`src/hdl/cartridge_bank_controller_core_macros.svh`:
```
// ----------------------------------------------------------------------------
// cartridge bank controller assertion macros
// concurrent checks, compiled out for synthesis
// ----------------------------------------------------------------------------
`ifndef CARTRIDGE_BANK_CONTROLLER_CORE_MACROS_SVH
`define CARTRIDGE_BANK_CONTROLLER_CORE_MACROS_SVH

`ifndef SYNTHESIS
`define CBC_ASSERT_SAME(label, clk, rst_n, ante, cons, msg) \
	label: assert property (@(posedge clk) disable iff (!rst_n) (ante) |-> (cons)) \
		else $error(msg);
`define CBC_ASSERT_NEXT(label, clk, rst_n, ante, cons, msg) \
	label: assert property (@(posedge clk) disable iff (!rst_n) (ante) |=> (cons)) \
		else $error(msg);
`else
`define CBC_ASSERT_SAME(label, clk, rst_n, ante, cons, msg)
`define CBC_ASSERT_NEXT(label, clk, rst_n, ante, cons, msg)
`endif

`endif

```
`src/hdl/cbc_pkg.sv`:
```
// ----------------------------------------------------------------------------
// cartridge bank controller package
// result codes, mapper kinds and size decode helpers
// ----------------------------------------------------------------------------
`timescale 1ns / 1ps

package cbc_pkg;

	localparam int unsigned CfgIndexWidth = 2;

	localparam logic [CfgIndexWidth-1:0] CFG_CART_TYPE = 2'd0;
	localparam logic [CfgIndexWidth-1:0] CFG_ROM_SIZE  = 2'd1;
	localparam logic [CfgIndexWidth-1:0] CFG_RAM_SIZE  = 2'd2;

	typedef enum logic [2:0] {
		TGT_ROM         = 3'd0,
		TGT_SRAM        = 3'd1,
		TGT_OPEN        = 3'd2,
		TGT_RTC_LIVE    = 3'd3,
		TGT_RTC_LATCHED = 3'd4,
		TGT_REG_WRITE   = 3'd5
	} target_t;

	typedef enum logic [2:0] {
		MAP_NONE = 3'd0,
		MAP_MBC1 = 3'd1,
		MAP_MBC2 = 3'd2,
		MAP_MBC3 = 3'd3,
		MAP_MBC5 = 3'd4
	} mapper_t;

	function automatic mapper_t mapper_decode(input logic [7:0] cart_type);
		mapper_t m;
		m = MAP_NONE;
		if (cart_type >= 8'h01 && cart_type <= 8'h03) m = MAP_MBC1;
		else if (cart_type == 8'h05 || cart_type == 8'h06) m = MAP_MBC2;
		else if (cart_type >= 8'h10 && cart_type <= 8'h13) m = MAP_MBC3;
		else if (cart_type >= 8'h19 && cart_type <= 8'h1E) m = MAP_MBC5;
		return m;
	endfunction

	// rom holds 2 << code banks of 16 KiB, code saturates at 8
	function automatic logic [8:0] rom_bank_mask(input logic [3:0] code);
		logic [3:0] c;
		c = (code > 4'd8) ? 4'd8 : code;
		return 9'((10'd2 << c) - 10'd1);
	endfunction

	function automatic logic [16:0] ram_addr_mask(input logic [2:0] code);
		logic [16:0] m;
		case (code)
			3'd2:    m = 17'h01FFF;
			3'd3:    m = 17'h07FFF;
			3'd4:    m = 17'h1FFFF;
			3'd5:    m = 17'h0FFFF;
			default: m = 17'h00000;
		endcase
		return m;
	endfunction

endpackage

```
`src/hdl/cbc_if.sv`:
```
// ----------------------------------------------------------------------------
// cartridge bank controller channels
// bus access, mapped result and configuration write channels
// ----------------------------------------------------------------------------
`timescale 1ns / 1ps

interface cbc_req_if;
	logic        valid;
	logic        ready;
	logic        command;
	logic [15:0] address;
	logic [7:0]  data_in;

	modport source (output valid, command, address, data_in, input ready);
	modport sink (input valid, command, address, data_in, output ready);
endinterface

interface cbc_rsp_if;
	logic             valid;
	logic             ready;
	cbc_pkg::target_t target;
	logic [22:0]      rom_address;
	logic [16:0]      sram_address;
	logic             sram_write;
	logic [7:0]       write_data;
	logic             nibble_only;
	logic [7:0]       rtc_register;
	logic             rtc_capture;

	modport source (output valid, target, rom_address, sram_address, sram_write,
		write_data, nibble_only, rtc_register, rtc_capture, input ready);
	modport sink (input valid, target, rom_address, sram_address, sram_write,
		write_data, nibble_only, rtc_register, rtc_capture, output ready);
endinterface

interface cbc_cfg_if;
	logic                               valid;
	logic                               ready;
	logic [cbc_pkg::CfgIndexWidth-1:0] index;
	logic [7:0]                         data;

	modport source (output valid, index, data, input ready);
	modport sink (input valid, index, data, output ready);
endinterface

```
`src/hdl/cartridge_bank_controller_core.sv`:
```
// ----------------------------------------------------------------------------
// cartridge bank controller core
// an accepted access has its result in the output register in the next cycle
// throughput: one access per cycle, the output register stalls only on rsp.ready low
// the bank decode is a single pass of logic between the access and the output register
// reset: rom bank 1, ram bank, enable, mode and latch cleared, configuration zero
// ----------------------------------------------------------------------------
`timescale 1ns / 1ps

`include "cartridge_bank_controller_core_macros.svh"

module cartridge_bank_controller_core (
	input  logic         clk,
	input  logic         arst_n,
	cbc_req_if.sink      req,
	cbc_rsp_if.source    rsp,
	cbc_cfg_if.sink      cfg
);

	logic [7:0] cart_type_q;
	logic [3:0] rom_size_q;
	logic [2:0] ram_size_q;

	logic [8:0] rom_bank_q, rom_bank_d;
	logic [7:0] ram_bank_q, ram_bank_d;
	logic       ram_en_q, ram_en_d;
	logic       adv_q, adv_d;
	logic       latched_q, latched_d;

	logic       out_valid_q;
	logic       accept;

	cbc_pkg::mapper_t mapper;
	logic [8:0]       rom_mask;
	logic [16:0]      ram_mask;
	logic [8:0]       rom_bank_sel;
	logic [7:0]       ram_bank_sel;

	cbc_pkg::target_t tgt;
	logic [22:0]      rom_addr;
	logic [16:0]      sram_addr;
	logic             sram_wr;
	logic [7:0]       wdata;
	logic             nibble;
	logic [7:0]       rtc_reg;
	logic             capture;

	logic             wr;
	logic [15:0]      a;
	logic [7:0]       v;

	assign wr = req.command;
	assign a  = req.address;
	assign v  = req.data_in;

	assign accept    = req.valid && req.ready;
	assign req.ready = !out_valid_q || rsp.ready;
	assign cfg.ready = 1'b1;

	assign mapper   = cbc_pkg::mapper_decode(cart_type_q);
	assign rom_mask = cbc_pkg::rom_bank_mask(rom_size_q);
	assign ram_mask = cbc_pkg::ram_addr_mask(ram_size_q);

	// rom bank for the current window
	always_comb begin
		rom_bank_sel = '0;
		case (mapper)
			cbc_pkg::MAP_MBC1: begin
				if (a[14]) rom_bank_sel = {2'b00, rom_bank_q[6:0]};
				else if (adv_q) rom_bank_sel = {2'b00, rom_bank_q[6:5], 5'b00000};
			end
			cbc_pkg::MAP_MBC2: begin
				if (a[14]) begin
					rom_bank_sel = (rom_bank_q[3:0] == 4'h0) ? 9'd1 : {5'b00000, rom_bank_q[3:0]};
				end
			end
			cbc_pkg::MAP_MBC3: begin
				if (a[14]) begin
					rom_bank_sel = (rom_bank_q[7:0] == 8'h00) ? 9'd1 : {1'b0, rom_bank_q[7:0]};
				end
			end
			default: begin
				if (a[14]) rom_bank_sel = rom_bank_q;
			end
		endcase
	end

	assign ram_bank_sel = (mapper == cbc_pkg::MAP_MBC1) ?
		(adv_q ? {6'b000000, ram_bank_q[1:0]} : 8'h00) : ram_bank_q;

	always_comb begin
		tgt        = cbc_pkg::TGT_OPEN;
		rom_addr   = '0;
		sram_addr  = '0;
		sram_wr    = 1'b0;
		wdata      = '0;
		nibble     = 1'b0;
		rtc_reg    = '0;
		capture    = 1'b0;
		rom_bank_d = rom_bank_q;
		ram_bank_d = ram_bank_q;
		ram_en_d   = ram_en_q;
		adv_d      = adv_q;
		latched_d  = latched_q;

		if (!a[15]) begin
			if (wr) begin
				tgt = cbc_pkg::TGT_REG_WRITE;
				case (mapper)
					cbc_pkg::MAP_MBC1: begin
						case (a[14:13])
							2'b00: ram_en_d = (v[3:0] == 4'hA);
							2'b01: rom_bank_d = {2'b00, rom_bank_q[6:5],
								(v[4:0] == 5'd0) ? 5'd1 : v[4:0]};
							2'b10: begin
								rom_bank_d = {2'b00, v[1:0], rom_bank_q[4:0]};
								ram_bank_d = {6'b000000, v[1:0]};
							end
							default: adv_d = v[0];
						endcase
					end
					cbc_pkg::MAP_MBC2: begin
						if (!a[14]) begin
							if (a[8]) rom_bank_d = {5'b00000, v[3:0]};
							else ram_en_d = (v[3:0] == 4'hA);
						end
					end
					cbc_pkg::MAP_MBC3: begin
						case (a[14:13])
							2'b00: ram_en_d = (v[3:0] == 4'hA);
							2'b01: rom_bank_d = {1'b0, v};
							2'b10: ram_bank_d = v;
							default: begin
								if (v == 8'h00) begin
									latched_d = 1'b0;
								end else begin
									latched_d = 1'b1;
									rtc_reg   = ram_bank_q;
									capture   = 1'b1;
								end
							end
						endcase
					end
					cbc_pkg::MAP_MBC5: begin
						case (a[14:13])
							2'b00: ram_en_d = (v[3:0] == 4'hA);
							2'b01: begin
								if (a[12]) rom_bank_d = {v[0], rom_bank_q[7:0]};
								else rom_bank_d = {rom_bank_q[8], v};
							end
							2'b10: ram_bank_d = v;
							default: ;
						endcase
					end
					default: ;
				endcase
			end else begin
				tgt = cbc_pkg::TGT_ROM;
				if (mapper == cbc_pkg::MAP_NONE) rom_addr = {8'h00, a[14:0]};
				else rom_addr = {rom_bank_sel & rom_mask, a[13:0]};
			end
		end else if (a[15:13] == 3'b101 && ram_en_q && mapper != cbc_pkg::MAP_NONE) begin
			if (mapper == cbc_pkg::MAP_MBC2) begin
				// 512 nibbles mirrored across the window
				tgt       = cbc_pkg::TGT_SRAM;
				sram_addr = {8'h00, a[8:0]};
				nibble    = 1'b1;
				if (wr) begin
					sram_wr = 1'b1;
					wdata   = {4'h0, v[3:0]};
				end
			end else if (mapper == cbc_pkg::MAP_MBC3 && ram_bank_q > 8'h03) begin
				if (ram_bank_q >= 8'h08 && ram_bank_q <= 8'h0C) begin
					tgt = (!wr && latched_q) ? cbc_pkg::TGT_RTC_LATCHED : cbc_pkg::TGT_RTC_LIVE;
					rtc_reg = ram_bank_q;
					if (wr) wdata = v;
				end
			end else if (ram_mask != 17'h00000) begin
				tgt       = cbc_pkg::TGT_SRAM;
				sram_addr = {ram_bank_sel[3:0], a[12:0]} & ram_mask;
				if (wr) begin
					sram_wr = 1'b1;
					wdata   = v;
				end
			end
		end
	end

	always_ff @(posedge clk or negedge arst_n) begin
		if (!arst_n) begin
			cart_type_q <= '0;
			rom_size_q  <= '0;
			ram_size_q  <= '0;
		end else if (cfg.valid && cfg.ready) begin
			case (cfg.index)
				cbc_pkg::CFG_CART_TYPE: cart_type_q <= cfg.data;
				cbc_pkg::CFG_ROM_SIZE:  rom_size_q  <= cfg.data[3:0];
				cbc_pkg::CFG_RAM_SIZE:  ram_size_q  <= cfg.data[2:0];
				default: ;
			endcase
		end
	end

	always_ff @(posedge clk or negedge arst_n) begin
		if (!arst_n) begin
			rom_bank_q <= 9'd1;
			ram_bank_q <= '0;
			ram_en_q   <= 1'b0;
			adv_q      <= 1'b0;
			latched_q  <= 1'b0;
		end else if (accept) begin
			rom_bank_q <= rom_bank_d;
			ram_bank_q <= ram_bank_d;
			ram_en_q   <= ram_en_d;
			adv_q      <= adv_d;
			latched_q  <= latched_d;
		end
	end

	always_ff @(posedge clk or negedge arst_n) begin
		if (!arst_n) begin
			out_valid_q <= 1'b0;
		end else if (accept) begin
			out_valid_q <= 1'b1;
		end else if (rsp.ready) begin
			out_valid_q <= 1'b0;
		end
	end

	// result payload
	always_ff @(posedge clk) begin
		if (accept) begin
			rsp.target       <= tgt;
			rsp.rom_address  <= rom_addr;
			rsp.sram_address <= sram_addr;
			rsp.sram_write   <= sram_wr;
			rsp.write_data   <= wdata;
			rsp.nibble_only  <= nibble;
			rsp.rtc_register <= rtc_reg;
			rsp.rtc_capture  <= capture;
		end
	end

	assign rsp.valid = out_valid_q;

	`CBC_ASSERT_NEXT(a_transfer_gives_result, clk, arst_n, req.valid && req.ready, rsp.valid, "accepted access produced no result")
	`CBC_ASSERT_SAME(a_ready_only_on_stall, clk, arst_n, !req.ready, rsp.valid && !rsp.ready, "access refused without output stall")
	`CBC_ASSERT_SAME(a_nibble_on_sram, clk, arst_n, rsp.valid && rsp.nibble_only, rsp.target == cbc_pkg::TGT_SRAM, "nibble flag outside sram result")

endmodule
```
`src/flat_wrapper.sv`:
```
// flat-port wrapper written by rule: the top's interface ports become plain ports
module cartridge_bank_controller_core_flat 
  (clk, arst_n, req_valid, req_command, req_address, req_data_in, req_ready, rsp_valid, rsp_target, rsp_rom_address, rsp_sram_address, rsp_sram_write, rsp_write_data, rsp_nibble_only, rsp_rtc_register, rsp_rtc_capture, rsp_ready, cfg_valid, cfg_index, cfg_data, cfg_ready);
  cbc_req_if req_i ();
  cbc_rsp_if rsp_i ();
  cbc_cfg_if cfg_i ();
  input  logic clk;
  input  logic arst_n;
  input wire logic [$bits(req_i.valid)-1:0] req_valid;
  input wire logic [$bits(req_i.command)-1:0] req_command;
  input wire logic [$bits(req_i.address)-1:0] req_address;
  input wire logic [$bits(req_i.data_in)-1:0] req_data_in;
  output wire logic [$bits(req_i.ready)-1:0] req_ready;
  output wire logic [$bits(rsp_i.valid)-1:0] rsp_valid;
  output wire logic [$bits(rsp_i.target)-1:0] rsp_target;
  output wire logic [$bits(rsp_i.rom_address)-1:0] rsp_rom_address;
  output wire logic [$bits(rsp_i.sram_address)-1:0] rsp_sram_address;
  output wire logic [$bits(rsp_i.sram_write)-1:0] rsp_sram_write;
  output wire logic [$bits(rsp_i.write_data)-1:0] rsp_write_data;
  output wire logic [$bits(rsp_i.nibble_only)-1:0] rsp_nibble_only;
  output wire logic [$bits(rsp_i.rtc_register)-1:0] rsp_rtc_register;
  output wire logic [$bits(rsp_i.rtc_capture)-1:0] rsp_rtc_capture;
  input wire logic [$bits(rsp_i.ready)-1:0] rsp_ready;
  input wire logic [$bits(cfg_i.valid)-1:0] cfg_valid;
  input wire logic [$bits(cfg_i.index)-1:0] cfg_index;
  input wire logic [$bits(cfg_i.data)-1:0] cfg_data;
  output wire logic [$bits(cfg_i.ready)-1:0] cfg_ready;
  assign req_i.valid = req_valid;
  assign req_i.command = req_command;
  assign req_i.address = req_address;
  assign req_i.data_in = req_data_in;
  assign req_ready = req_i.ready;
  assign rsp_valid = rsp_i.valid;
  assign rsp_target = rsp_i.target;
  assign rsp_rom_address = rsp_i.rom_address;
  assign rsp_sram_address = rsp_i.sram_address;
  assign rsp_sram_write = rsp_i.sram_write;
  assign rsp_write_data = rsp_i.write_data;
  assign rsp_nibble_only = rsp_i.nibble_only;
  assign rsp_rtc_register = rsp_i.rtc_register;
  assign rsp_rtc_capture = rsp_i.rtc_capture;
  assign rsp_i.ready = rsp_ready;
  assign cfg_i.valid = cfg_valid;
  assign cfg_i.index = cfg_index;
  assign cfg_i.data = cfg_data;
  assign cfg_ready = cfg_i.ready;
  cartridge_bank_controller_core u_core (.clk(clk), .arst_n(arst_n), .req(req_i), .rsp(rsp_i), .cfg(cfg_i));
endmodule
```
`config.mk`:
```
export PLATFORM = sky130hd
export DESIGN_NAME = cartridge_bank_controller_core_flat
export DESIGN_NICKNAME = d
export VERILOG_FILES = /design/src/hdl/cbc_pkg.sv /design/src/hdl/cbc_if.sv /design/src/hdl/cartridge_bank_controller_core.sv /design/src/flat_wrapper.sv
export VERILOG_INCLUDE_DIRS = /design/src /design/src/hdl
export SDC_FILE = /design/constraint.sdc
export NUM_CORES = 1
export LEC_CHECK = 0
export ABC_AREA = 1
export BUFFER_PORTS_ARGS = -buffer_cell sky130_fd_sc_hd__buf_4
export CORE_MARGIN = 4
export CORE_UTILIZATION = 40
export DETAILED_ROUTE_END_ITERATION = 8
export PLACE_DENSITY_LB_ADDON = 0.1
export SETUP_SLACK_MARGIN = 0.1
export SYNTH_ARGS = -nofsm -noshare
export SYNTH_HDL_FRONTEND = slang
export SYNTH_SLANG_ARGS = --single-unit
export TNS_END_PERCENT = 1
```
`constraint.sdc`:
```
create_clock -name clk -period 2.4 [get_ports clk]
set_input_delay 0.24 -clock clk [delete_from_list [all_inputs] [get_ports clk]]
set_output_delay 0.24 -clock clk [all_outputs]
set_load 0.02 [all_outputs]
```
Word level (Yosys, flattened, before mapping). Index checks and enable logic that the tools add are counted.

$add $sub $neg: 1. Mux-type cells: 66. Bitwise operators: 8. Shifts and indexed selects: 1. Reduce and logical (&&, ||, !) cells: 45. Magnitude comparators: 10. Eq/ne operators: 30.

Operators by type and width (number): 2-to-1 mux 8 bit (17); 2-to-1 mux 9 bit (12); one-hot mux 17 bit (4 select lines) (1); one-hot mux 9 bit (4 select lines) (1); 2-to-1 mux 3 bit (11); one-hot mux 9 bit (3 select lines) (1); AND reduction 11 bit (2); inequality test 2 bit, second input constant (10); AND reduction 10 bit (2); one-hot mux 9 bit (2 select lines) (1); AND 17 bit (1); nonzero test 17 bit (1); equality test 8 x 3 -> 1 bit, second input constant (2); >= comparator 8 x 5 -> 1 bit, second input constant (2); less-or-equal comparator 8 x 5 -> 1 bit, second input constant (2); zero test 8 bit (2); 2-to-1 mux 4 bit (4); one-hot mux 8 bit (2 select lines) (1); 2-to-1 mux 15 bit (1); equality test 3 x 2 -> 1 bit, second input constant (4); equality test 3 bit, second input constant (4); 2-to-1 mux 1 bit (11); AND reduction 5 bit (2); AND 9 bit (1); other kinds (36) (65).

Word-level logic and storage cells: 183. Output and inout port bits: 65. Bits of input ports: 40. Flip-flop bits (word level): 98.

Longest topological paths before layout. Gate-level depths: netlist of run 1.

Word-level depth: 12. Depth in mapped cells: 12. Depth with buffers taken out: 11.

Worst setup path after synthesis of run 1. No wires, ideal clock.

Kind: register -> register. Start point: reg u_core.out_valid_q (netlist: u_core.rsp.valid). End point: reg u_core.rsp.nibble_only (enable). Library setup time: 416 ps. Cell stages (with the launch flop): 4. Required time: 1984 ps. Slack: -50 ps. Arrival: 2034 ps. Buffers on the path: 0. Period minus slack after synthesis: 2450 ps. Cell sequence: dfrtp_1 -> nand2_1 -> nand2_1 -> inv_1.

Cells in the longest elaborated chain, start to end: 3.

Ends and longest elaborated chain: from (decl) (line cartridge_bank_controller_core.sv:30) `logic out_valid_q;`; from (signal assigned) (line cartridge_bank_controller_core.sv:222) `out_valid_q <= 1'b0;`; from (signal assigned) (line cartridge_bank_controller_core.sv:224) `out_valid_q <= 1'b1;`; from (signal assigned) (line cartridge_bank_controller_core.sv:226) `out_valid_q <= 1'b0;`; zero test 1 bit (line cartridge_bank_controller_core.sv:57) `assign req.ready = !out_valid_q || rsp.ready;`; logical OR 1 bit (line cartridge_bank_controller_core.sv:57); net req_ready (line flat_wrapper.sv:13) `output wire logic [$bits(req_i.ready)-1:0] req_ready;`; logical AND 1 bit (line cartridge_bank_controller_core.sv:56) `assign accept = req.valid && req.ready;`; net u_core.accept (line cartridge_bank_controller_core.sv:31) `logic accept;`; to (signal assigned) (line cartridge_bank_controller_core.sv:238) `rsp.nibble_only <= nibble;`; to (decl) (line cbc_if.sv:31) `write_data, nibble_only, rtc_register, rtc_capture, input ready);`.

The timed path passes the listed nets, and every way through them passes these cells. A chain may end at the register's enable or synchronous reset.

Final worst setup path of run 1.
Start point: reg u_core.cart_type_q[6]. End point: reg u_core.rom_bank_q[2].

Cells in the longest elaborated chain, start to end: 9. Elaborated cells on any way between the ends: 30. Those cells by class: 6 x order compare; 13 x eq/ne; 5 x mux; 6 x reduce/logical.

Ends and longest elaborated chain: from (decl) (line cartridge_bank_controller_core.sv:20) `logic [7:0] cart_type_q;`; from (signal assigned) (line cartridge_bank_controller_core.sv:196) `cbc_pkg::CFG_CART_TYPE: cart_type_q <= cfg.data;`; >= comparator 8 x 5 -> 1 bit or less-or-equal comparator 8 x 5 -> 1 bit (tied branches) (line cbc_pkg.sv:38) `else if (cart_type >= 8'h19 && cart_type <= 8'h1E) m = MAP_MBC5;`; logical AND 1 bit (line cbc_pkg.sv:38); 2-to-1 mux 3 bit (line cbc_pkg.sv:38); 2-to-1 mux 3 bit (line cbc_pkg.sv:37) `else if (cart_type >= 8'h10 && cart_type <= 8'h13) m = MAP_MBC3;`; 2-to-1 mux 3 bit (line cbc_pkg.sv:36) `else if (cart_type == 8'h05 || cart_type == 8'h06) m = MAP_MBC2;`; 2-to-1 mux 3 bit * (line cbc_pkg.sv:35) `if (cart_type >= 8'h01 && cart_type <= 8'h03) m = MAP_MBC1;`; equality test 3 x 1 -> 1 bit (tied with other cells) (line cartridge_bank_controller_core.sv:109) `case (mapper)`; inequality test 2 bit (no source line) (tied with other cells); AND reduction 11 bit (no source line); to (signal assigned) (line cartridge_bank_controller_core.sv:212) `rom_bank_q <= rom_bank_d;`; to (decl) (line cartridge_bank_controller_core.sv:24) `logic [8:0] rom_bank_q, rom_bank_d;`.

Mark *: on every way between the ends. The rest lies on a longest branch, timed or not.

==> results.txt, run 1 <==
Mapped Area: 4755 sq um
Core Rows: 39
Top Ports: 105
Final hold vios: 0
CTS tree: yes
# DRC: 0
Total Power: 4295 uW
Switching part of the total: 27.54%
Die area: 13690 sq um
Clk sink count: 98
Most frequent cell after synthesis: nand2_1
Die H: 117.0 um
Least-Margin Pin Slew: 528.0 ps
Primary FF master, synth: edfxtp_1
Initial Util: 41.29%
Critical path arrival: 2260 ps
Post-synth top cells: nand2_1 (118), inv_1 (69), nor2_1 (67)
Worst Skew: 4.856 ps
Ys Warns: 0
First-pass GRT wire length: 18910 um
Slew headroom: 64.67%
H-tree depth: 3
Clock Path Buffers: 2
Post-synth EDFFs: 62
Post-synth top area cell: edfxtp_1
Hold WS: 125.4 ps
Setup Total Neg Slack: 0 ps
DR vias/cell: 4.946
Routed Wire Length: 11950 um
Maximum fanout along the worst path: 11
Clock root buffer: clkbuf_16
Ys async rst share: 36.73%
Synth Area per Inst: 9.232 sq um
DRT Pass-1 Iters: 4
Combinational Power Share: 16.8%
GRT overflow: 0
Core area: 11520 sq um
Synth top area share: 39.16%
Top cell by count, worst path: nand2_1
Int Pwr: 3112 uW
Nets: 670
Synth area leaders: edfxtp_1 (39%), dfrtp_1 (18%), nand2_1 (9.3%), inv_1 (5.4%), nor2_1 (5.3%)
Crit share post-route: 84.03%
Hold WC Path Type: primary input to flip-flop
DR iter-0 viols: 226
Vias post-DR: 3823
Crit Path Class: flip-flop to flip-flop
Startpoint Class: flip-flop
Fillers: 1095
Count of state elements after synthesis: 98
Leakage power: 0.002754 uW
Crit path cell chain: nor2_4, nand3_2, nor2_8, inv_6, nand3_4, nand2_2, nor2_2, nand2_1, nand2_1, nand2_1
Clock Latency Late Sink: 350 ps
Crit-path max cell delay: 410 ps
Crit. Startpoint: u_core.cart_type_q[6]$_DFFE_PN0P_
Syn Inst Count: 515
Initial antenna violation count: 0
Crit. End Element: flip-flop
GPL Wtd Cong: 0.8930
Worst path top cell family by delay: simple AND/OR/NAND/NOR gates
Placed cell count: 756
Detailed Place HPWL: 9213 um
DR WL/cell: 15.46 um
GRT Util Overall: 18.39%
Critical hold path startpoint: cfg_data[7]
Syn nets: 560
Min cycle time layout: 2017 ps
Layout cells sized above 1: 24.44%
Max-Cap Viols: 0
Post-route ant nets: 0
Status: finished, final reports clean
Antenna cells: 0
Layout Cells excl Fill: 773
VDD IR-drop max: 0.3541 mV
Clock power frac: 35.9%
Max-slew violations: 0
Seq/Total Area, Yosys: 58.13%
TritonCTS buffer count: 9
F_max: 495.8 MHz
Register share of total power: 47.3%
Post-CTS Resized: 0
Unrepaired setup endpoints after global routing: false
Die width: 117.0 um
Critical path buffers and inverters: 1
Count of different cell masters after synthesis: 33
Psw: 1183 uW
CP max-delay cell: dfrtp_1
Area Overhead vs Synth: 26.82%
Clock transition at path regs: 70 ps
Final setup fails: 0
Critical Path RT: 2640 ps
Port Buffers: 103
Pwr dens: 712.3 nW/um^2
Largest net degree at the start of global routing: 37
R2r startpoint: u_core.cart_type_q[6]$_DFFE_PN0P_
Vias in the first global route: 3729
## final timing paths
check,to,slack (ps),cells after the start
worst max-delay path,u_core.rom_bank_q[2]$_DFFE_PN0P_,380,10
worst min-delay path,u_core.cart_type_q[7]$_DFFE_PN0P_,130,2
worst max register to register,u_core.rom_bank_q[2]$_DFFE_PN0P_,380,10
worst min register to register,u_core.rom_bank_q[7]$_DFFE_PN0P_,490,2
max in group asynchronous,u_core.rom_bank_q[0]$_DFFE_PN1P_,1640,2
min in group asynchronous,u_core.rom_bank_q[6]$_DFFE_PN0P_,400,2
## per-layer routing
metal  global-route usage (%)  routed length, um
met1                    24.48               5500
met2                    29.54               5466
met3                    3.239                655
met4                    8.257                330
met5                        0                  0
## final cells by class
| cell class | count | area [sq um] | share of cell area, % |
|---|---|---|---|
| clock buffers | 9 | 225.2 | 3.735 |
| clock inverters | 7 | 91.34 | 1.515 |
| inverters | 73 | 282.8 | 4.690 |
| multi-input cells | 335 | 1649 | 27.35 |
| flip-flops and latches | 98 | 2764 | 45.84 |
| well taps | 143 | 178.9 | 2.967 |
| repair buffers | 108 | 838.3 | 13.90 |
## worst register-to-register path: stages, from the launching register on
cell	delay, ps
dfrtp_1	410
nor2_4	170
nand3_2	140
nor2_8	220
inv_6	80
nand3_4	170
nand2_2	70
nor2_2	320
nand2_1	200
nand2_1	100
nand2_1	50
## sequential cells by signal, summed over array words and instances (netlist names), 3 cells and up
signal,count
u_core.ram_size_q,3
u_core.cart_type_q,8
u_core.rom_bank_q,9
u_core.rsp.target,3
u_core.rom_size_q,4
u_core.ram_bank_q,8
u_core.rsp.write_data,8
u_core.rsp.rom_address,23
u_core.rsp.sram_address,17
u_core.rsp.rtc_register,8
## metrics by stage
stage	utilization [%]	area [sq um]	setup WS, ps
2_1_floorplan	-	4758	254.2
3_3_place_gp	49.52	5703	402.4
3_5_place_dp	49.52	5703	368.8
4_1_cts	52.36	6030	372.7
5_1_grt	52.36	6030	156.7
6_report	52.36	6030	383.3
## power groups by stage
stage | Combinational (uW) | Sequential [uW] | Clock [uW]
floorplan | 375 | 2120 | 0
global placement | 712 | 2060 | 0
detailed placement | 723 | 2070 | 0
CTS | 727 | 2030 | 1580
global route | 813 | 2050 | 1650
finish | 722 | 2030 | 1540
## repair_timing
| action | CTS | global route |
|---|---|---|
| hold endpoints to repair | 35 | 0 |
| hold buffers | 1 | 0 |
| setup buffers | 0 | 0 |
## cell families (layout without fill, tap and decap cells)
group | after synthesis | count (layout) | synth area share (%)
muxes | 3 | 3 | 0.7105
buffers and inverters | 82 | 197 | 7.184
other | 1 | 1 | 0.07887
adders and majority gates | 5 | 5 | 1.316
DFF | 98 | 98 | 58.13
AOI/OAI and AO/OA | 47 | 47 | 5.526
and+or+nand+nor | 279 | 279 | 27.05
## layout by cell type, fill, tap and decap left out, drive strengths merged
| master | netlist | layout |
|---|---|---|
| nor2 | 75 | 75 |
| mux2 | 3 | 3 |
| clkbuf | 3 | 9 |
| conb | 1 | 1 |
| dfrtp | 35 | 35 |
| nand4 | 15 | 15 |
| o31ai | 1 | 1 |
| dfstp | 1 | 1 |
| dlygate4sd3 | 0 | 1 |
| nand3 | 38 | 38 |
| bufinv | 0 | 2 |
| inv | 73 | 74 |
| clkinv | 0 | 3 |
| o21ai | 33 | 33 |
| nor3 | 23 | 23 |
| a21boi | 7 | 7 |
| or2 | 3 | 3 |
| nor3b | 1 | 1 |
| clkinvlp | 0 | 1 |
| a21oi | 6 | 6 |
| nand2 | 122 | 122 |
| buf | 6 | 107 |
| edfxtp | 62 | 62 |
| ha | 5 | 5 |
| nor4 | 2 | 2 |
Note: power is estimated with default switching activity, not from simulation.
==> inputs of run 2 (changes only) <==
--- a/config.mk
+++ b/config.mk
@@ -6,7 +6,7 @@
 export SDC_FILE = /design/constraint.sdc
 export NUM_CORES = 1
 export LEC_CHECK = 0
-export ABC_AREA = 1
+export ABC_AREA = 0
 export BUFFER_PORTS_ARGS = -buffer_cell sky130_fd_sc_hd__buf_4
 export CORE_MARGIN = 4
 export CORE_UTILIZATION = 40
==> constraint.sdc (replaced) <==
create_clock -name clk -period 1.7 [get_ports clk]
set_input_delay 0.17 -clock clk [delete_from_list [all_inputs] [get_ports clk]]
set_output_delay 0.17 -clock clk [all_outputs]
set_load 0.02 [all_outputs]
==> run 2 against run 1 <==
Compared with the run above:
- the run now ends with setup timing left
- clock power about the same
- combinational power up 90%
- setup slack worse by 890 ps
- final cell count down 9.7%
- clock skew up 4.0 ps
- largest power group unchanged
==> results.txt, run 2 <==
Status: complete, but fails checks
Failing checks: setup timing
Crit path cell chain: or3_4, or3_4, or4_4, nor2_4, buf_6, and2_1
Crit share post-route: 129.9% (+46 points)
Largest regs: u_core.rsp.rom_address (23), u_core.rsp.sram_address (17), u_core.rom_bank_q (9)
Maximum fanout along the worst path: 5 (-6)
Die H: 113.6 um (-2.9%)
Primary FF master, synth: edfxtp_1
Final WS setup: -507.7 ps (-891.0 ps)
Post-synth EDFFs: 62 (unchanged)
CP max-delay cell: or4_4
Layout Cells excl Fill: 698 (-9.7%)
Reg with most FFs: u_core.rsp.rom_address
Clk sink count: 98 (unchanged)
Die width: 113.6 um (-2.9%)
Core Rows: 38 (-2.6%)
RR Endpoint: u_core.rsp.sram_address[3]$_SDFFCE_PN0P_
Register share of total power: 50.4% (+3.1 points)
Combinational Power Share: 23.2% (+6.4 points)
Clock transition at path regs: 90 ps (+20 ps)
Largest net degree at the start of global routing: 42 (+14%)
Max-slew violations: 0 (unchanged)
DR WL/cell: 16.53 um (+6.9%)
F_max: 453.0 MHz (-8.7%)
TritonCTS buffer count: 9 (unchanged)
Critical hold path startpoint: cfg_data[4]
Count of different cell masters after synthesis: 55 (+67%)
Startpoint Class: flip-flop
Syn Inst Count: 360 (-30%)
Max-Cap Viols: 0 (unchanged)
Crit. End Element: flip-flop
DR vias/cell: 5.019 (+1.5%)
Ys async rst share: 36.73% (unchanged)
Initial Util: 40.97% (-0.32 points)
Pwr dens: 914.7 nW/um^2 (+28%)
Port Buffers: 103 (unchanged)
First-pass GRT wire length: 18120 um (-4.2%)
Int Pwr: 4178 uW (+34%)
Die area: 12910 sq um (-5.8%)
# DRC: 0 (unchanged)
Vias in the first global route: 3551 (-4.8%)
Antenna cells: 0 (unchanged)
Critical Path RT: 1950 ps (-690 ps)
Leakage power: 0.002776 uW (+0.78%)
R2r startpoint: u_core.cart_type_q[5]$_DFFE_PN0P_
Post-route ant nets: 0 (unchanged)
GPL Wtd Cong: 0.8843 (-0.97%)
Critical path arrival: 2450 ps (+190 ps)
Most frequent cell after synthesis: edfxtp_1
Min cycle time layout: 2208 ps (+191.0 ps)
GRT Util Overall: 18.09% (-0.31 points)
Top cell by count, worst path: or3_4
Worst R2R Path Depth: 6 (-4)
Final hold vios: 0 (unchanged)
Unrepaired setup endpoints after global routing: true
Critical path buffers and inverters: 1 (unchanged)
DR iter-0 viols: 201 (-11%)
H-tree depth: 3 (unchanged)
Area Overhead vs Synth: 43.96%
Most frequent cells in the layout: buf_4 (184), edfxtp_1 (62), and2_1 (34)
Crit-path max cell delay: 480 ps (+70 ps)
Final setup fails: 64 (+64)
DRT Pass-1 Iters: 5 (+1)
Syn nets: 405 (-28%)
VDD IR-drop max: 0.5458 mV (+54%)
Synth top area share: 41.74% (+2.6 points)
Switching part of the total: 28.86% (+1.3 points)
Commonest non-fill, non-tap cell in the layout: buf_4
Worst path top cell family by delay: simple AND/OR/NAND/NOR gates
Vias post-DR: 3503 (-8.4%)
Initial antenna violation count: 0 (unchanged)
Total Power: 5874 uW (+37%)
Final Util: 58.97% (+6.6 points)
Layout cells sized above 1: 48.39% (+24 points)
Core area: 10890 sq um (-5.5%)
Ys Warns: 0 (unchanged)
CTS tree: yes
Setup Total Neg Slack: -24920 ps (-24920 ps)
GRT overflow: 0 (unchanged)
Count of state elements after synthesis: 98 (unchanged)
Nets: 598 (-11%)
Seq/Total Area, Yosys: 61.96% (+3.8 points)
Hold Path Stages: 2 (unchanged)
Clock Path Buffers: 2 (unchanged)
Clock Latency Late Sink: 370 ps (+20 ps)
Clock power frac: 26.4% (-9.5 points)
Synth Area per Inst: 12.39 sq um (+34%)
Post-place setup slack: -723.5 ps (-1092 ps)
Post-synth top area cell: edfxtp_1
Detailed Place HPWL: 8668 um (-5.9%)
Placed cell count: 669 (-12%)
Clock root buffer: clkbuf_8
Top Ports: 105 (unchanged)
Fillers: 907 (-17%)
Crit Path Class: flip-flop to flip-flop
Psw: 1695 uW (+43%)
Mapped Area: 4461 sq um (-6.2%)
Number of flip-flops in the largest register: 23 (unchanged)
Synth area leaders: edfxtp_1 (42%), dfrtp_1 (20%), mux2_2 (5.3%), and2_1 (4.9%), o21ai_0 (2.5%)
Hold endpoint: u_core.cart_type_q[4]$_DFFE_PN0P_
Flop2flop setup slack: -510 ps (-890 ps)
Routed Wire Length: 11540 um (-3.5%)
Hold WC Path Type: primary input to flip-flop
Worst Skew: 8.811 ps (+3.956 ps)
Post-synth top cells: edfxtp_1 (62), and2_1 (35), dfrtp_1 (35)
## run 2: changes by cell type after synthesis, sizes merged, moves of 7 or more
| cell | before | now |
|---|---|---|
| nand3 | 38 | 13 |
| and2 | 0 | 35 |
| nand2 | 122 | 16 |
| nand4 | 15 | 2 |
| a21oi | 6 | 13 |
| nor3 | 23 | 10 |
| inv | 73 | 20 |
| o21ai | 33 | 22 |
| nor2 | 75 | 26 |
| mux2 | 3 | 24 |
| nor4 | 2 | 10 |
## run 2: how the worst max path moves through the flow
stage,slack (ps),cells after the start,to,start
2_1_floorplan,-680,8,u_core.rom_bank_q[1]$_DFFE_PN0P_,u_core.rsp.valid$_DFFE_PN0P_
3_3_place_gp,-700,7,u_core.rsp.sram_address[5]$_SDFFCE_PN0P_,u_core.cart_type_q[5]$_DFFE_PN0P_
3_5_place_dp,-720,7,u_core.rsp.write_data[7]$_SDFFCE_PP0P_,u_core.cart_type_q[5]$_DFFE_PN0P_
4_1_cts,-540,6,u_core.rsp.sram_address[3]$_SDFFCE_PN0P_,u_core.cart_type_q[6]$_DFFE_PN0P_
5_1_grt,-560,8,u_core.ram_bank_q[0]$_DFFE_PN0P_,u_core.cart_type_q[5]$_DFFE_PN0P_
6_report,-510,6,u_core.rsp.sram_address[3]$_SDFFCE_PN0P_,u_core.cart_type_q[5]$_DFFE_PN0P_
## run 2: cell families after synthesis
| logic type | count (synthesis) | share of synthesized area (%) |
|---|---|---|
| compound gates | 53 | 7.630 |
| xor+xnor | 2 | 0.3928 |
| fa+ha+maj | 5 | 1.403 |
| buf+inv | 29 | 2.973 |
| flops | 98 | 61.96 |
| mux | 25 | 6.536 |
| other cells | 1 | 0.08407 |
| simple gates | 147 | 19.02 |
## run 2: power groups by stage
stage,Combinational (uW),Sequential [uW],Clock (uW)
after global routing,1480,2990,1690
after global placement,1240,2990,0
final,1370,2960,1550
after detailed placement,1260,3000,0
after floorplan,516,3060,0
after CTS,1340,2950,1600
## run 2: metal layers
layer	global-route usage (%)	vias up	part of all wire, %
li1	-	1694	-
met1	23.71	1678	43
met2	30.43	116	49
met3	3.714	15	6.7
met4	5.288	0	1.7
met5	0	-	0
## run 2: stage by stage
stage	area [sq um]	hold WS, ps
floorplan	4479	-125.6
global placement	5946	153.8
detailed placement	5946	166.8
CTS	6341	9.277
global route	6421	18.95
finish	6421	26.47
## run 2: layout make-up
class,instances,area [sq um],share of cell area (%)
Clock inverter,6,72.57,1.130
Tap cell,140,175.2,2.728
Clock buffer,10,127.6,1.988
Timing Repair Buffer,191,1474,22.95
Sequential cell,98,2766,43.08
Multi-Input combinational cell,233,1730,26.95
Inverter,20,75.07,1.169
## run 2: repair_timing
item	in CTS	in global routing
resized for setup	35	9
pin swaps	19	6
cloned	2	0
buffers inserted	4	5
endpoints found under the hold margin	36	0
endpoints found under the setup margin	72	83
hold buffers	2	0
==> inputs of run 3 (changes only) <==
--- a/config.mk
+++ b/config.mk
@@ -6,9 +6,9 @@
 export SDC_FILE = /design/constraint.sdc
 export NUM_CORES = 1
 export LEC_CHECK = 0
-export ABC_AREA = 0
+export ABC_AREA = 1
 export BUFFER_PORTS_ARGS = -buffer_cell sky130_fd_sc_hd__buf_4
-export CORE_MARGIN = 4
+export CORE_MARGIN = 2
 export CORE_UTILIZATION = 40
 export DETAILED_ROUTE_END_ITERATION = 8
 export PLACE_DENSITY_LB_ADDON = 0.1
==> constraint.sdc (replaced) <==
create_clock -name clk -period 2.06 [get_ports clk]
set_input_delay 0.206 -clock clk [delete_from_list [all_inputs] [get_ports clk]]
set_output_delay 0.206 -clock clk [all_outputs]
set_load 0.02 [all_outputs]
==> run 3 against run 2 <==
Compared with the run above:
- the flow finishes with violations (DRC)
- global-route usage is 0.71 points higher
- setup slack better by 700 ps
- core utilization is 6.1 points lower
- fmax is 18% higher
- highest routed layer unchanged
- non-clock buffer count is 75 lower
- hold slack better by 65 ps
- via count is 9.5% higher
==> results.txt, run 3 (same netlist as run 1, synthesis figures left out) <==
Core Rows: 39 (+2.6%)
Max-slew violations: 0 (unchanged)
Startpoint Class: flip-flop
CTS tree: yes
TritonCTS buffer count: 9 (unchanged)
# DRC: 13 (+13)
F_max: 535.4 MHz (+18%)
Clk sink count: 98 (unchanged)
Hold WC Path Type: primary input to flip-flop
Area Overhead vs Synth: 28.00%
Min cycle time layout: 1868 ps (-340.0 ps)
H-tree depth: 3 (unchanged)
Switching part of the total: 28.11% (-0.76 points)
Int Pwr: 3499 uW (-16%)
Clock power frac: 33.9% (+7.5 points)
GPL Wtd Cong: 0.9322 (+5.4%)
Nets: 678 (+13%)
Largest net degree at the start of global routing: 37 (-12%)
Die area: 12770 sq um (-1.0%)
Maximum fanout along the worst path: 6 (+1)
Pwr dens: 799.8 nW/um^2 (-13%)
GRT Util Overall: 18.79% (+0.71 points)
First-pass GRT wire length: 18490 um (+2.0%)
Most frequent cells in the layout: nand2_1 (115), buf_4 (113), inv_1 (67), nor2_1 (67), edfxtp_1 (62)
Final hold vios: 0 (unchanged)
Setup Total Neg Slack: 0 ps (+24920 ps)
Worst Skew: 8.225 ps (-0.5859 ps)
Initial antenna violation count: 0 (unchanged)
DR vias/cell: 4.912 (-2.1%)
Core area: 11520 sq um (+5.8%)
Die H: 113.0 um (-0.51%)
VDD IR-drop max: 0.3830 mV (-30%)
Detailed Place HPWL: 9059 um (+4.5%)
Status: complete, but fails checks
Final setup fails: 0 (-100%)
Initial Util: 41.29% (+0.32 points)
Fillers: 1079 (+19%)
DR WL/cell: 15.00 um (-9.3%)
Largest regs: u_core.rsp.rom_address (23), u_core.rsp.sram_address (17), u_core.rom_bank_q (9)
Crit Path Class: flip-flop to flip-flop
Top Ports: 105 (unchanged)
Combinational Power Share: 17.5% (-5.7 points)
Failing checks: DRC
Unrepaired setup endpoints after global routing: true
Leakage power: 0.002778 uW (about the same)
Layout cells sized above 1: 26.33% (-22 points)
Port Buffers: 103 (unchanged)
Crit. End Element: flip-flop
Final Util: 52.85% (-6.1 points)
Clock Latency Late Sink: 350 ps (-20 ps)
Vias in the first global route: 3603 (+1.5%)
Die width: 113.0 um (-0.51%)
Vias post-DR: 3836 (+9.5%)
Routed Wire Length: 11710 um (+1.5%)
Clock Path Buffers: 2 (unchanged)
Critical Path RT: 2240 ps (+290 ps)
Clock root buffer: clkbuf_16
Critical path arrival: 2050 ps (-400 ps)
Reg with most FFs: u_core.rsp.rom_address
Psw: 1368 uW (-19%)
Number of flip-flops in the largest register: 23 (unchanged)
Crit share post-route: 90.67% (-39 points)
GRT overflow: 0 (unchanged)
Register share of total power: 48.6% (-1.8 points)
Max-Cap Viols: 0 (unchanged)
DRT Pass-1 Iters: 6 (+1)
DR iter-0 viols: 225 (+12%)
Clock transition at path regs: 70 ps (-20 ps)
Antenna cells: 0 (unchanged)
Commonest non-fill, non-tap cell in the layout: nand2_1
Post-route ant nets: 0 (unchanged)
## run 3: power groups by stage
stage                     Clock, uW  Sequential, uW  Combinational, uW
after floorplan                   0            2470                438
after global placement            0            2400                837
after CTS                      1700            2370                851
final                          1650            2370                852
after global routing           1750            2390                943
after detailed placement          0            2410                847
## run 3: timing repair
item	4_1_cts	5_1_grt
setup endpoints to repair	0	20
buffers inserted	0	1
resized for setup	0	2
endpoints found under the hold margin	35	0
hold buffers	1	0
## run 3: layout make-up
type / count / area [sq um] / area share (%)
well taps: 143 / 178.9 / 2.940
flip-flops and latches: 98 / 2765 / 45.44
clock inverters: 4 / 33.78 / 0.5551
clock buffers: 12 / 266.5 / 4.379
repair buffers: 116 / 898.4 / 14.76
multi-input cells: 335 / 1657 / 27.22
inverters: 73 / 286.5 / 4.708
## run 3: final timing paths
path / start / endpoint / slack (ps) / cells past startpoint
max: u_core.ram_bank_q[7]$_DFFE_PN0P_ / u_core.rsp.rtc_register[2]$_DFFE_PP_ / 190 / 6
min: cfg_data[6] / u_core.cart_type_q[6]$_DFFE_PN0P_ / 90 / 2
max reg2reg: u_core.ram_bank_q[7]$_DFFE_PN0P_ / u_core.rsp.rtc_register[2]$_DFFE_PP_ / 190 / 6
min reg2reg: u_core.rom_bank_q[7]$_DFFE_PN0P_ / u_core.rom_bank_q[7]$_DFFE_PN0P_ / 470 / 2
max in group asynchronous: arst_n / u_core.rsp.valid$_DFFE_PN0P_ / 1330 / 2
min in group asynchronous: arst_n / u_core.rom_size_q[0]$_DFFE_PN0P_ / 350 / 2
## run 3: metal layers
metal | vias to the layer above | share of wire, % | track usage, % | wire [um]
met2 | 112 | 47 | 29.94 | 5498
met4 | 0 | 2.2 | 7.154 | 252
li1 | 1924 | - | - | -
met1 | 1780 | 45 | 25.29 | 5319
met3 | 20 | 5.5 | 4.124 | 643
met5 | - | 0 | 0 | 0
## run 3: stage by stage
| step | area (sq um) | worst slack (ps) | hold WS (ps) | cells | power, uW |
|---|---|---|---|---|---|
| after floorplan | 4765 | 107.6 | -89.59 | 515 | 2907 |
| after global placement | 5762 | 213.6 | 199.1 | 763 | 3239 |
| after detailed placement | 5762 | 194.1 | 200.0 | 763 | 3252 |
| after CTS | 6072 | 197.2 | 79.47 | 780 | 4913 |
| after global routing | 6086 | 70.41 | 90.33 | 781 | 5084 |
| final | 6086 | 192.3 | 91.28 | 781 | 4867 |
## run 3: worst max-delay path: stages, from the launching register on
cell and delay [ps]:
dfrtp_1 380, or2_2 290, nor2_1 130, nand3_1 150, nor2_1 230, nand4_1 270
a21boi_0 250
